**src/rtl/core/lzss_pkg.sv**
```systemverilog
// Package for the LZSS pixel decompressor: command, status, phase and FSM state
// codes, config register indices, shared widths and controller/datapath structs. No dependencies.
package lzss_pkg;

    localparam int HistDepth = 4096;
    localparam int HistAw    = 12;
    localparam int MaxSide   = 1024;
    localparam int CntW      = 22;

    typedef enum logic [1:0] {
        CMD_PUSH  = 2'd0,
        CMD_PULL  = 2'd1,
        CMD_START = 2'd2,
        CMD_NONE  = 2'd3
    } cmd_t;

    typedef enum logic [2:0] {
        ST_TAKEN   = 3'd0,
        ST_REFUSED = 3'd1,
        ST_PIXEL   = 3'd2,
        ST_NOPIX   = 3'd3,
        ST_DONE    = 3'd4
    } status_t;

    typedef enum logic [2:0] {
        PH_HDR0 = 3'd0,
        PH_HDR1 = 3'd1,
        PH_HDR2 = 3'd2,
        PH_FLAG = 3'd3,
        PH_ITEM = 3'd4,
        PH_REF1 = 3'd5,
        PH_REF2 = 3'd6,
        PH_STOP = 3'd7
    } phase_t;

    typedef enum logic [1:0] {
        FSM_IDLE = 2'd0,
        FSM_READ = 2'd1,
        FSM_EXEC = 2'd2,
        FSM_OUT  = 2'd3
    } fsm_t;

    localparam logic [3:0] RegWidth  = 4'd0;
    localparam logic [3:0] RegHeight = 4'd1;

    // controller -> datapath
    typedef struct packed {
        logic hist_rd;    // launch history read for copy
        logic exec;       // execute the latched transaction
    } dp_cmd_t;

    // datapath -> controller
    typedef struct packed {
        logic needs_read; // latched pull will copy a history byte
    } dp_stat_t;

    typedef struct packed {
        logic [2:0] status;
        logic [7:0] pixel_value;
        logic       pixel_transparent;
        logic       pixel_last;
    } result_t;

endpackage

```
**src/rtl/core/lzss_ctrl.sv**
```systemverilog
// Controller FSM of the LZSS decompressor: sequences accept, optional
// history read, execute and result hand-off. Depends on lzss_pkg.
module lzss_ctrl (
    input  logic                clk,
    input  logic                rst_n,
    input  logic                in_valid,
    output logic                in_ready,
    output logic                out_valid,
    input  logic                out_ready,
    input  logic [1:0]          in_cmd,
    input  lzss_pkg::dp_stat_t  stat,
    output lzss_pkg::dp_cmd_t   cmd,
    output logic                latch
);
    lzss_pkg::fsm_t state_reg, state_next;

    always_ff @(posedge clk or negedge rst_n)
    begin
        if (!rst_n)
        begin
            state_reg <= lzss_pkg::FSM_IDLE;
        end
        else
        begin
            state_reg <= state_next;
        end
    end

    always_comb
    begin
        state_next = state_reg;
        in_ready   = 1'b0;
        out_valid  = 1'b0;
        latch      = 1'b0;
        cmd        = '0;
        case (state_reg)
            lzss_pkg::FSM_IDLE:
            begin
                in_ready = 1'b1;
                if (in_valid && in_cmd != lzss_pkg::CMD_NONE)
                begin
                    latch      = 1'b1;
                    state_next = lzss_pkg::FSM_READ;
                end
            end
            lzss_pkg::FSM_READ:
            begin
                cmd.hist_rd = stat.needs_read;
                state_next  = lzss_pkg::FSM_EXEC;
            end
            lzss_pkg::FSM_EXEC:
            begin
                cmd.exec   = 1'b1;
                state_next = lzss_pkg::FSM_OUT;
            end
            lzss_pkg::FSM_OUT:
            begin
                out_valid = 1'b1;
                if (out_ready)
                begin
                    state_next = lzss_pkg::FSM_IDLE;
                end
            end
            default:
            begin
                state_next = lzss_pkg::FSM_IDLE;
            end
        endcase
    end
endmodule

```
**config.mk**
```make
export PLATFORM = sky130hd
export DESIGN_NAME = lzss_ctrl
export DESIGN_NICKNAME = d
export VERILOG_FILES = /design/src/rtl/core/lzss_pkg.sv /design/src/rtl/core/lzss_ctrl.sv
export SDC_FILE = /design/constraint.sdc
export NUM_CORES = 1
export LEC_CHECK = 0
export BUFFER_PORTS_ARGS = -buffer_cell sky130_fd_sc_hd__clkbuf_2
export CAP_MARGIN = 20
export CORE_AREA = 2 2 39 41
export CTS_CLUSTER_SIZE = 12
export DETAILED_ROUTE_END_ITERATION = 10
export DIE_AREA = 0 0 41 43
export SYNTH_ARGS = -nofsm -noshare
export SYNTH_HDL_FRONTEND = slang
export SYNTH_SLANG_ARGS = --single-unit
```
**constraint.sdc**
```tcl
create_clock -name clk -period 1.8 [get_ports clk]
set_input_delay 0.18 -clock clk [delete_from_list [all_inputs] [get_ports clk]]
set_output_delay 0.18 -clock clk [all_outputs]
set_load 0.03 [all_outputs]
```
==> impl_results.md <==
* Status: complete, no violations
* Clock slew seen by the registers of the worst setup and hold paths at 0.03 ns
* Worst setup endpoint: latch
* Syn Nets at 30
* Final setup TNS at 0 ns
* Mapped cell area at 198 um^2
* Worst Max-Slew Pin Slew at 0.204 ns
* Reg2reg setup slack at 0.45 ns
* Hold WC Path Type: input port to asynchronous set/reset pin
* CTS tree: built
* Area of the die at 1760 um^2
* Syn avg cell area at 11.0 um^2
* Most used DFF post-synth: dfrtp_1
* IO Port Bufs at 11
* Total power at 0.517 mW
* # Post-CTS Setup Buffers at 0
* Reg2reg end: state_reg[1]
* Final Hold Fails at 0
* Clock sink total at 2
* Pre-antenna DRT Iters at 1
* CP dominant cell by count: inv_1
* Fin Hold WS at 0.284 ns
* Arrival time worst endpoint at 1.34 ns
* Placed insts at 45
* RSZ-0062 raised after global routing: false
* Final WL at 370 um
* Clock Tree Buf Depth at 2
* Distinct cell type count after synthesis at 10
* Layout cell share with drive strength beyond 1 at 0.485
* Internal power at 0.265 mW
* Crit share post-route at 0.843
* Row count at 14
* F_max at 0.659 GHz
* Antenna diode count at 0
* CP endpoint kind: output pin
* DR vias at 172
* Most common cell in the netlist: ha_1
* GRT Resource Usage Total at 0.0542
* Hpwl dp at 336 um
* Cells after synthesis at 18
* Area Growth Syn to Fin at 54.4%
* Sequential share of power at 0.180
* Worst skew pair latency at 0.22 ns
* CTS buffer count at 3
* Core area at 1380 um^2
* Worst-path cell chain: inv_1 -> ha_1 -> inv_1 -> nor2_1 -> clkbuf_2
* Final min period at 1.52 ns
* CTS root buf: clkbuf_4
* CP Launch Point: state_reg[0]
* Startpoint Class: flip-flop
* #FFs+latches synth at 2
* Buf+Inv Stages, Crit Path at 3
* Combinational power share at 0.633
* Fin. max-slew vios at 0
* CP peak stage delay at 0.39 ns
* Total DRC errors in the routed layout at 0
* Switching part of the total at 0.488
* Kind of critical path: flip-flop to output pin
* Post-synth EDFFs at 0
* Synth cell count leaders: 5 x ha_1, 3 x inv_1, 2 x dfrtp_1, 2 x nor2_1
* Pwr Density at 1690 nW/um^2
* Ys async rst share at 1.00
* Largest net degree at the start of global routing at 5
* Leak Pwr at 0.172 nW
* Layout Cells excl Fill at 49
* Wirelength per Cell at 7.55 um
* Crit path depth at 5
* Worst reg2reg path startpoint: state_reg[1]
* Post-cts resize count at 0
* Vias in the first global route at 159
* Clock H-tree levels at 1
* Skew final at 0.000186 ns
* Die Y at 43 um
* R2R depth at 4
* Clock power share at 0.187
* Fin nets at 47
* Post-DP Area at 273 um^2
* Number of max-cap violations at 0
* Top-area cell type share of the netlist area at 0.316
* Vias/cell at 3.51
* Max reg flops at 2
* Worst path slowest cell: dfrtp_1
* Placer Congestion at 0.586
* Maximum VDD drop at 0.303 mV
* Initial Utilization at 0.143
* Yosys warning total at 0
* Register area share after synthesis at 0.253
* CP required at 1.62 ns
* First-pass GRT wire length at 524 um
* Antenna-violating nets left at 0
* Max-slew headroom at 0.864
* Finished layout cell area at 305 um^2
* DR iter-0 viols at 0
* Family with the most delay on the worst path: flip-flops
* Finish-stage setup viols at 0
* Initial antenna violation count at 0
* Ports at 12
* Crit-path max FO at 4
* Ranking of synthesized cells by area: ha_1 32%, dfrtp_1 25%, a21bo_4 8.2%
* Cell taking the most area after synthesis: ha_1
* Sw power at 0.253 mW
* Die Wd at 41 um
* Total grt overflow at 0
==> layer usage <==
layer | wire (um) | global-route usage
met1 | 114 | 0.0322
met5 | 0 | 0
met3 | 43 | 0.0314
met4 | 8 | 0.0800
met2 | 203 | 0.0813
==> worst min-delay path by stage <==
stage               startpoint  cells past startpoint  slack [ns]      endpoint
finish                   rst_n                      2        0.28  state_reg[1]
global route             rst_n                      2        0.30  state_reg[1]
CTS                      rst_n                      2        0.29  state_reg[0]
detailed placement       rst_n                      1       -0.03  state_reg[0]
global placement         rst_n                      1       -0.03  state_reg[1]
floorplan                rst_n                      0       -0.12  state_reg[0]
==> stage by stage <==
stage,worst slack [ns],util
after CTS,0.269,0.221
final,0.283,0.221
after detailed placement,0.429,0.197
after global routing,0.209,0.221
after floorplan,0.224,-
after global placement,0.457,0.197
==> kinds of logic after synthesis <==
kind of cell,count (synthesis),synth area share
AND/OR/NAND/NOR,4,0.101
buffers and inverters,3,0.0570
AO/OA/AOI/OAI,2,0.165
flip-flops,2,0.253
multiplexers,2,0.108
adder cells (fa/ha/maj),5,0.316
==> timing repair <==
action	CTS	global route
setup endpoints to repair	0	0
hold buffers	1	0
endpoints found under the hold margin	2	0
==> power by group through the flow <==
stage	Clock (mW)	Sequential, mW	Combinational (mW)
after floorplan	0	0.0884	0.267
after global placement	0	0.0939	0.328
after detailed placement	0	0.0960	0.333
after CTS	0.0999	0.0955	0.335
after global routing	0.104	0.0997	0.361
final	0.0969	0.0931	0.327
==> layout by cell type, fill, tap and decap left out <==
| cell type | n |
|---|---|
| nor2b_1 | 1 |
| mux2i_1 | 1 |
| a21bo_4 | 1 |
| clkbuf_4 | 3 |
| clkbuf_2 | 11 |
| nor2_1 | 2 |
| mux2_1 | 1 |
| and2_1 | 1 |
| a21oi_4 | 1 |
| dfrtp_1 | 2 |
| dlygate4sd3_1 | 1 |
| inv_1 | 3 |
| ha_1 | 5 |
==> layout make-up <==
class | instances | area, um^2
multi-input combinational | 13 | 136
clock buffer | 3 | 22.5
inverter | 3 | 11.3
sequential | 2 | 50.0
timing repair buffer | 12 | 65.1
fill | 156 | 1080
tap | 16 | 20.0
No activity file was read; power rests on OpenSTA's default activity.
